## config.mk

```make
export PLATFORM = sky130hd
export DESIGN_NAME = nsc_trailer_eval
export DESIGN_NICKNAME = d
export VERILOG_FILES = /design/src/hw/rtl/nsc_pkg.sv /design/src/hw/rtl/nsc_trailer_eval.sv
export SDC_FILE = /design/constraint.sdc
export NUM_CORES = 1
export LEC_CHECK = 0
export ABC_AREA = 1
export BUFFER_PORTS_ARGS = -buffer_cell sky130_fd_sc_hd__buf_2
export CORE_MARGIN = 2
export CORE_UTILIZATION = 47
export DETAILED_ROUTE_END_ITERATION = 12
export PLACE_DENSITY = 0.9
export REMOVE_ABC_BUFFERS = 1
export SLEW_MARGIN = 20
export SYNTH_ARGS = -nofsm -noshare
export SYNTH_HDL_FRONTEND = slang
export SYNTH_SLANG_ARGS = --single-unit
export TNS_END_PERCENT = 5
```

## constraint.sdc

```tcl
create_clock -name vclk -period 4.5
set_input_delay 0.675 -clock vclk [all_inputs]
set_output_delay 0.675 -clock vclk [all_outputs]
set_load 0.05 [all_outputs]
```

## src/hw/rtl/nsc_pkg.sv

```systemverilog
// shared types and character constants for the nmea sentence checker
package nsc_pkg;

  localparam int unsigned CountW = 7;
  localparam logic [CountW-1:0] CountMax = {CountW{1'b1}};
  localparam int unsigned WindowDepth = 3;

  localparam logic [7:0] ChDollar = 8'h24;
  localparam logic [7:0] ChBang   = 8'h21;
  localparam logic [7:0] ChStar   = 8'h2A;
  localparam logic [7:0] ChComma  = 8'h2C;

  typedef enum logic [2:0] {
    StOk         = 3'd0,
    StEmpty      = 3'd1,
    StBadStart   = 3'd2,
    StBadTrailer = 3'd3,
    StTooLong    = 3'd4
  } status_e;

  typedef enum logic {
    KindByte = 1'b0,
    KindEol  = 1'b1
  } kind_e;

  // line state handed from the tracker to the trailer evaluation
  typedef struct packed {
    logic [CountW-1:0] byte_count;
    logic [7:0]        start_byte;
    logic [7:0]        win0;
    logic [7:0]        win1;
    logic [7:0]        win2;
    logic [7:0]        body_xor;
    logic [CountW-1:0] comma_count;
    logic              last_comma;
  } line_state_t;

  typedef struct packed {
    status_e           status;
    logic              encapsulated;
    logic [7:0]        computed_sum;
    logic [7:0]        received_sum;
    logic [CountW-1:0] field_count;
  } result_t;

endpackage

```

## src/hw/rtl/nsc_trailer_eval.sv

```systemverilog
// end-of-line evaluation: start byte, length and checksum trailer
module nsc_trailer_eval
  import nsc_pkg::*;
#(
  parameter int unsigned MAX_LINE_LENGTH = 82
) (
  input  line_state_t state_i,
  output result_t     result_o
);

  localparam logic [CountW-1:0] MaxLen = CountW'(MAX_LINE_LENGTH);

  logic [3:0] hi_val, lo_val;
  logic       hi_ok, lo_ok, digits_ok, too_long;
  logic [7:0] rsum;

  always_comb begin
    hi_ok  = 1'b1;
    hi_val = 4'd0;
    if (state_i.win1 >= 8'h30 && state_i.win1 <= 8'h39) begin
      hi_val = state_i.win1[3:0];
    end else if (state_i.win1 >= 8'h41 && state_i.win1 <= 8'h46) begin
      hi_val = state_i.win1[3:0] + 4'd9;
    end else begin
      hi_ok = 1'b0;
    end
    lo_ok  = 1'b1;
    lo_val = 4'd0;
    if (state_i.win2 >= 8'h30 && state_i.win2 <= 8'h39) begin
      lo_val = state_i.win2[3:0];
    end else if (state_i.win2 >= 8'h41 && state_i.win2 <= 8'h46) begin
      lo_val = state_i.win2[3:0] + 4'd9;
    end else begin
      lo_ok = 1'b0;
    end
  end

  assign digits_ok = hi_ok && lo_ok;
  assign rsum      = digits_ok ? {hi_val, lo_val} : 8'd0;
  assign too_long  = state_i.byte_count > MaxLen;

  always_comb begin
    result_o = '0;
    result_o.status = StOk;
    if (state_i.byte_count == '0) begin
      result_o.status = StEmpty;
    end else if (state_i.start_byte != ChDollar && state_i.start_byte != ChBang) begin
      result_o.status = StBadStart;
    end else begin
      result_o.encapsulated = (state_i.start_byte == ChBang);
      if (state_i.byte_count >= CountW'(4)) begin
        result_o.computed_sum = state_i.body_xor;
        result_o.received_sum = rsum;
        if (state_i.byte_count > CountW'(4)) begin
          result_o.field_count = state_i.comma_count
                                 + CountW'(!state_i.last_comma);
        end
        if (too_long) begin
          result_o.status = StTooLong;
        end else if (state_i.win0 != ChStar || !digits_ok
                     || rsum != state_i.body_xor) begin
          result_o.status = StBadTrailer;
        end
      end else begin
        result_o.status = too_long ? StTooLong : StBadTrailer;
      end
    end
  end

endmodule
```

==> impl_metrics.env, run 1 <==
export IMPL_cp_max_fo=8
export IMPL_die_area_um2=2893
export IMPL_dpl_hpwl_um=2619
export IMPL_use_met3_pct=0.8333
export IMPL_num_vias=1503
export IMPL_status="complete, no violations"
export IMPL_worst_setup_path_start_kind="primary input"
export IMPL_die_w_um=53.79
export IMPL_cp_arrival_ns=2.39
export IMPL_n_sequential_cell=0
export IMPL_post_cts_resized=0
export IMPL_grtUsageMet2_pct=41.26
export IMPL_gr_total_overflow=0
export IMPL_io_buffers=82
export IMPL_initial_core_util_pct=48.34
export IMPL_ir_worst_vdd_uv=40.06
export IMPL_postSynthCellCount=206
export IMPL_rows=18
export IMPL_met1_usage_pct=23.68
export IMPL_power_density_cell_area_nw_per_um2=55.59
export IMPL_tightest_slew_ns=0.3086
export IMPL_grt_max_degree=16
export IMPL_ctsHoldBuffers=0
export IMPL_grtUsageTotal_pct=20.25
export IMPL_synth_area_leaders="nand2_1, nor2_1, inv_1"
export IMPL_syn_avg_cell_area_um2=5.655
export IMPL_avgRoutedWirePerCell_um=9.208
export IMPL_leakagePower_nw=0.9545
export IMPL_rsz0062_at_grt="false"
export IMPL_postCtsSetupBuffers=0
export IMPL_yosysUniqueCellTypes=31
export IMPL_multiInputGateArea_um2=1016
export IMPL_fin_ws_ns=1.437
export IMPL_synth_top_area_cell="nand2_1"
export IMPL_hp_class="primary input to primary output"
export IMPL_drive_gt1_share_pct=43.21
export IMPL_setup_tns_ns=0
export IMPL_viasPerCell=4.741
export IMPL_die_y_um=53.79
export IMPL_gp_congestion=0.8728
export IMPL_grt_antenna_before_repair=0
export IMPL_finalSetupViolCount=0
export IMPL_fin_crit_ns=3.063
export IMPL_diodes=0
export IMPL_hold_viol_final=0
export IMPL_seqCellArea_um2=0
export IMPL_routed_wl_um=2919
export IMPL_area_growth_pct=38.02
export IMPL_path_class="primary input to primary output"
export IMPL_slew_headroom_pct=79.27
export IMPL_final_nets=352
export IMPL_pre_cts_ws_ns=1.439
export IMPL_busiest_layer="met2"
export IMPL_grt_pass1_vias=1278
export IMPL_min_period_over_period_pct=68.07
export IMPL_end_kind="primary output"
export IMPL_syn_area_um2=1165
export IMPL_synth_warnings=0
export IMPL_drv_cap=0
export IMPL_synth_top_area_share_pct=14.50
export IMPL_clock_buffers=0
export IMPL_ant_nets=0
export IMPL_drv_slew=0
export IMPL_cp_required_ns=3.83
export IMPL_core_area_um2=2410
export IMPL_n_fill_cell=230
export IMPL_io_pins=82
export IMPL_fmax_mhz=326.5
export IMPL_drtIter0Drc=19
export IMPL_drc=0
export IMPL_grt_pass1_wl_um=4664
export IMPL_drt_first_pass_iters=4
export IMPL_finish_cell_count_without_fillers=317
export IMPL_yosysSeqAreaShare_pct=0
export IMPL_dp_cells=317
## stage by stage
stage | area, µm² | hold slack (ns) | total power [mW] | util (%)
final | 1608 | 1.753 | 0.08938 | 66.72
after global placement | 1608 | 1.752 | 0.08734 | 66.72
after CTS | 1608 | 1.756 | 0.08987 | 66.72
after floorplan | 1160 | 1.583 | 0.05142 | -
after global routing | 1608 | 1.772 | 0.1009 | 66.72
after detailed placement | 1608 | 1.754 | 0.08959 | 66.72
## placed cells by master (no fill, tap or decap), types with 2 or more instances in the layout
cell	synthesis	final
xor2_1	5	5
nand4_1	6	6
nand3_2	5	5
nand3_1	19	19
nand2_8	4	4
nor2_1	32	32
inv_2	7	7
a21oi_1	4	4
or2_2	2	2
ha_1	8	8
nor3_1	6	6
nor2_2	6	6
nand2_2	8	8
o21ai_1	3	3
inv_1	28	28
nand2_1	45	45
buf_2	1	82
nand2_4	3	3
xnor2_1	2	2
## path summary, 6_finish.rpt
check  depth (start not counted)         from      endpoint  slack, ns
max                           17  state_i[24]  result_o[24]       1.44
min                            4   state_i[9]  result_o[16]       1.75
## worst max-delay path, stage by stage
cell and delay [ns]:
buf_2 0.13, inv_1 0.08, ha_1 0.21, nand2_1 0.08
nand3_2 0.10, nand2_4 0.16, nand2_8 0.10, nand2_8 0.11
nor2_2 0.04, nand2_1 0.05, nand2_1 0.06, nand2_1 0.07
nor2_2 0.04, nand3_2 0.05, nand2_2 0.06, o21ai_2 0.10
buf_2 0.27
## routing by layer
| layer | part of all wire (%) | vias to the layer above | wire length, µm |
|---|---|---|---|
| li1 | - | 808 | - |
| met1 | 43 | 636 | 1247 |
| met3 | 7.6 | 2 | 221 |
| met2 | 49 | 57 | 1438 |
| met5 | 0 | - | 0 |
| met4 | 0.41 | 0 | 12 |
## report_power, final
part	total [mW]	internal, mW	leakage, nW	switching, mW
clock network	0	0	0	0
logic	0.0894	0.0382	0.954	0.0512
registers	0	0	0	0
## kinds of logic after synthesis
| logic type | Yosys count | synth area share [%] |
|---|---|---|
| simple gates | 142 | 66.71 |
| xor+xnor | 8 | 6.660 |
| fa+ha+maj | 8 | 8.593 |
| compound gates | 10 | 5.263 |
| buf+inv | 38 | 12.78 |
## cells in the mapped netlist, drive strengths merged
| library cell | number |
|---|---|
| nand4 | 6 |
| nor3 | 7 |
| inv | 36 |
| nor2 | 38 |
| buf | 1 |
| clkinv | 1 |
| or2 | 3 |
| a211o | 1 |
| nor4 | 1 |
| xnor2 | 2 |
| nand3b | 1 |
| ha | 8 |
| xor2 | 6 |
| nand3 | 25 |
| a21oi | 5 |
| o21ai | 4 |
| and3 | 1 |
| nand2 | 60 |
## final cells by class
type / instances / share of cell area, %
inverters: 37 / 8.949
multi-input cells: 168 / 63.19
repair buffers: 82 / 25.53
well taps: 30 / 2.335
No activity file was read; power rests on OpenSTA's default activity.
==> run 2, diff against run 1 <==
Settings changed: CORE_UTILIZATION 47 to 40, PLACE_DENSITY 0.9 to 0.82.
Clock period 4.5 ns to 2.7 ns, I/O delays scaled along.
==> impl_metrics.env, run 2 (synthesized netlist as in run 1, its figures left out) <==
export IMPL_status="complete, no violations"
export IMPL_ctsHoldBuffers=0
export IMPL_clock_buffers=0
export IMPL_drv_slew=0
export IMPL_utilization_pct=58.35
export IMPL_rows=19
export IMPL_gr_total_overflow=0
export IMPL_tightest_slew_ns=0.3107
export IMPL_drt_first_pass_iters=4
export IMPL_routed_wl_um=2949
export IMPL_die_w_um=57.97
export IMPL_io_pins=82
export IMPL_drv_cap=0
export IMPL_final_nets=352
export IMPL_io_buffers=82
export IMPL_rsz0062_at_grt="false"
export IMPL_worst_setup_path_start_kind="primary input"
export IMPL_die_y_um=57.97
export IMPL_num_vias=1483
export IMPL_drc=0
export IMPL_post_cts_resized=0
export IMPL_fmax_mhz=397.5
export IMPL_seqCellArea_um2=0
export IMPL_initial_core_util_pct=42.24
export IMPL_cp_required_ns=2.30
export IMPL_grtUsageTotal_pct=16.97
export IMPL_dpl_hpwl_um=2655
export IMPL_hp_class="primary input to primary output"
export IMPL_grt_antenna_before_repair=0
export IMPL_end_kind="primary output"
export IMPL_min_period_over_period_pct=93.18
export IMPL_cp_max_fo=8
export IMPL_grt_pass1_vias=1268
export IMPL_mostFrequentLayoutCell="buf_2"
export IMPL_die_area_um2=3360
export IMPL_leakagePower_nw=0.9545
export IMPL_fin_crit_ns=2.516
export IMPL_cp_arrival_ns=2.11
export IMPL_power_density_cell_area_nw_per_um2=92.61
export IMPL_finalSetupViolCount=0
export IMPL_avgRoutedWirePerCell_um=9.274
export IMPL_viasPerCell=4.664
export IMPL_postCtsSetupBuffers=0
export IMPL_totalPowerFinal_mw=0.1490
export IMPL_n_sequential_cell=0
export IMPL_final_cell_mix="buf_2, nand2_1, nor2_1"
export IMPL_hold_viol_final=0
export IMPL_ant_nets=0
export IMPL_gp_congestion=0.7656
export IMPL_hp_start="state_i[9]"
export IMPL_ir_worst_vdd_uv=61.17
export IMPL_diodes=0
export IMPL_drive_gt1_share_pct=43.21
export IMPL_area_growth_pct=38.13
export IMPL_core_area_um2=2758
export IMPL_path_class="primary input to primary output"
export IMPL_slew_headroom_pct=79.13
export IMPL_drtIter0Drc=29
export IMPL_cp_startpoint="state_i[24]"
export IMPL_grt_pass1_wl_um=4864
export IMPL_grt_max_degree=16
run 2: cell counts in the layout (fill, tap and decap cells not counted):
No cell type changed its count.
run 2: worst paths after layout:
kind / endpoint / slack (ns) / depth (start not counted)
max: result_o[24] / 0.18 / 17
min: result_o[16] / 1.21 / 4
run 2: worst max-delay path, stage by stage:
cell and delay [ns]:
buf_2 0.12, inv_1 0.07, ha_1 0.21, nand2_1 0.08
nand3_2 0.10, nand2_4 0.16, nand2_8 0.10, nand2_8 0.11
inv_6 0.05, nand2_4 0.05, nand2_2 0.04, nand2_2 0.05
nor2_2 0.04, nand3_2 0.07, nand2_2 0.06, o21ai_2 0.11
buf_2 0.27
run 2: cell type report:
cell class                 instances  area [µm²]
fill                             288        1149
multi-input combinational        168        1016
timing repair buffer              82       410.4
inverter                          37       143.9
tap                               31       38.79
run 2: metrics by stage:
stage / instances / area, µm² / worst slack, ns / setup TNS [ns] / hold WS (ns)
2_1_floorplan: 205 / 1160 / -0.02492 / -0.02492 / 1.043
3_3_place_gp: 318 / 1609 / 0.1980 / 0 / 1.207
3_5_place_dp: 318 / 1609 / 0.1685 / 0 / 1.215
4_1_cts: 318 / 1609 / 0.1696 / 0 / 1.215
5_1_grt: 318 / 1609 / 0.01388 / 0 / 1.224
6_report: 318 / 1609 / 0.1842 / 0 / 1.213
run 2: routing by layer:
layer	wire, µm	vias to the layer above	global-route usage (%)
met4	0	0	0
met2	1430	48	33.77
li1	-	809	-
met5	0	-	0
met1	1312	626	21.32
met3	206	0	0.4464
run 2: where the power goes:
group	leakage (nW)	internal (mW)	switching, mW
registers	0	0	0
clock network	0	0	0
logic	0.954	0.0636	0.0854
total	0.954	0.0636	0.0854
==> run 3, diff against run 2 <==
Settings changed: CORE_UTILIZATION 40 to 47, PLACE_DENSITY 0.82 to 0.9.
Clock period 2.7 ns to 2.9 ns, I/O delays scaled along.
==> impl_metrics.env, run 3 (synthesized netlist as in run 1, its figures left out) <==
export IMPL_gp_congestion=0.8736
export IMPL_path_class="primary input to primary output"
export IMPL_worst_setup_path_start_kind="primary input"
export IMPL_slowest_stage="buf_2"
export IMPL_core_area_um2=2410
export IMPL_slew_headroom_pct=78.15
export IMPL_drtIter0Drc=32
export IMPL_leakagePower_nw=0.9545
export IMPL_die_area_um2=2893
export IMPL_status="complete, no violations"
export IMPL_drive_gt1_share_pct=43.21
export IMPL_cpPeakStageDelay_ns=0.27
export IMPL_dpl_instance_area_um2=1608
export IMPL_ant_nets=0
export IMPL_drt_first_pass_iters=4
export IMPL_fin_crit_ns=2.597
export IMPL_gr_total_overflow=0
export IMPL_cp_required_ns=2.47
export IMPL_mostFrequentLayoutCell="buf_2"
export IMPL_pre_cts_ws_ns=0.3150
export IMPL_drc=0
export IMPL_p_comb_share_pct=100.0
export IMPL_initial_core_util_pct=48.34
export IMPL_hold_viol_final=0
export IMPL_clock_buffers=0
export IMPL_io_pins=82
export IMPL_switching_share_pct=57.40
export IMPL_post_cts_resized=0
export IMPL_diodes=0
export IMPL_n_sequential_cell=0
export IMPL_p_int_mw=0.05930
export IMPL_cp_max_fo=8
export IMPL_io_buffers=82
export IMPL_final_nets=352
export IMPL_finalSetupViolCount=0
export IMPL_grtUsageTotal_pct=20.31
export IMPL_postCtsSetupBuffers=0
export IMPL_grt_max_degree=16
export IMPL_setup_tns_ns=0
export IMPL_p_clk_share_pct=0
export IMPL_rsz0062_at_grt="false"
export IMPL_viasPerCell=4.830
export IMPL_ctsHoldBuffers=0
export IMPL_crit_path_frequent_cell="nand2_1"
export IMPL_cp_arrival_ns=2.16
export IMPL_design_area_um2=1608
export IMPL_drv_slew=0
export IMPL_seqCellArea_um2=0
export IMPL_tightest_slew_ns=0.3253
export IMPL_sequentialPowerShare_pct=0
export IMPL_routed_wl_um=3018
export IMPL_hold_depth=4
export IMPL_area_growth_pct=38.02
export IMPL_num_vias=1531
export IMPL_fmax_mhz=385.1
export IMPL_power_density_cell_area_nw_per_um2=86.57
export IMPL_die_w_um=53.79
export IMPL_totalPowerFinal_mw=0.1392
export IMPL_p_sw_mw=0.07990
export IMPL_min_period_over_period_pct=89.54
export IMPL_fin_ws_ns=0.3034
export IMPL_dpl_hpwl_um=2691
export IMPL_grt_pass1_wl_um=4678
export IMPL_crit_path_cell_trace="buf_2 > inv_1 > ha_1 > nand2_1 > nand3_2 > nand2_4 > nand2_8 > nand2_8 > nor2_2 > nand2_1 > nand2_1 > nand2_1 > nor2_2 > nand3_2 > nand2_2 > a21oi_2 > buf_2"
export IMPL_avgRoutedWirePerCell_um=9.521
export IMPL_drv_cap=0
export IMPL_die_y_um=53.79
export IMPL_utilization_pct=66.72
export IMPL_rows=18
export IMPL_grt_pass1_vias=1288
export IMPL_hp_class="primary input to primary output"
export IMPL_end_kind="primary output"
export IMPL_final_cell_mix="buf_2, nand2_1, nor2_1"
export IMPL_ir_worst_vdd_uv=60.29
export IMPL_grt_antenna_before_repair=0
-- run 3: cell counts in the layout (fill, tap and decap cells not counted) --
No cell type changed its count.
-- run 3: path summary, 6_finish.rpt --
check	start	to	slack [ns]
max	state_i[24]	result_o[25]	0.30
min	state_i[13]	result_o[20]	1.28
-- run 3: critical path: cells and delay by family --
family                   cells  cell delay (ns)
adder cells (fa/ha/maj)      1             0.21
buffers and inverters        3             0.48
AND/OR/NAND/NOR             12             0.94
AO/OA/AOI/OAI                1             0.11
-- run 3: stage by stage --
stage	hold slack [ns]	cells
4_1_cts	1.276	317
3_5_place_dp	1.275	317
3_3_place_gp	1.271	317
2_1_floorplan	1.103	205
6_report	1.276	317
5_1_grt	1.291	317
-- run 3: cell type report --
class | count | area [µm²]
Tap cell | 30 | 37.54
Fill cell | 236 | 802.0
Multi-Input combinational cell | 168 | 1016
Timing Repair Buffer | 82 | 410.4
Inverter | 37 | 143.9
-- run 3: power by group through the flow --
stage | sequential [mW] | clock [mW] | combinational, mW
final | 0 | 0 | 0.139
after global routing | 0 | 0 | 0.157
after CTS | 0 | 0 | 0.140
after detailed placement | 0 | 0 | 0.139
after global placement | 0 | 0 | 0.136
after floorplan | 0 | 0 | 0.0798
-- run 3: layer usage --
metal | up-vias | share of wire (%) | wire length, µm | GRT usage [%]
li1 | 812 | - | - | -
met1 | 652 | 43 | 1306 | 24.83
met2 | 67 | 49 | 1471 | 40.24
met3 | 0 | 8.0 | 240 | 0.5556
met4 | 0 | 0 | 0 | 1.282
met5 | - | 0 | 0 | 0
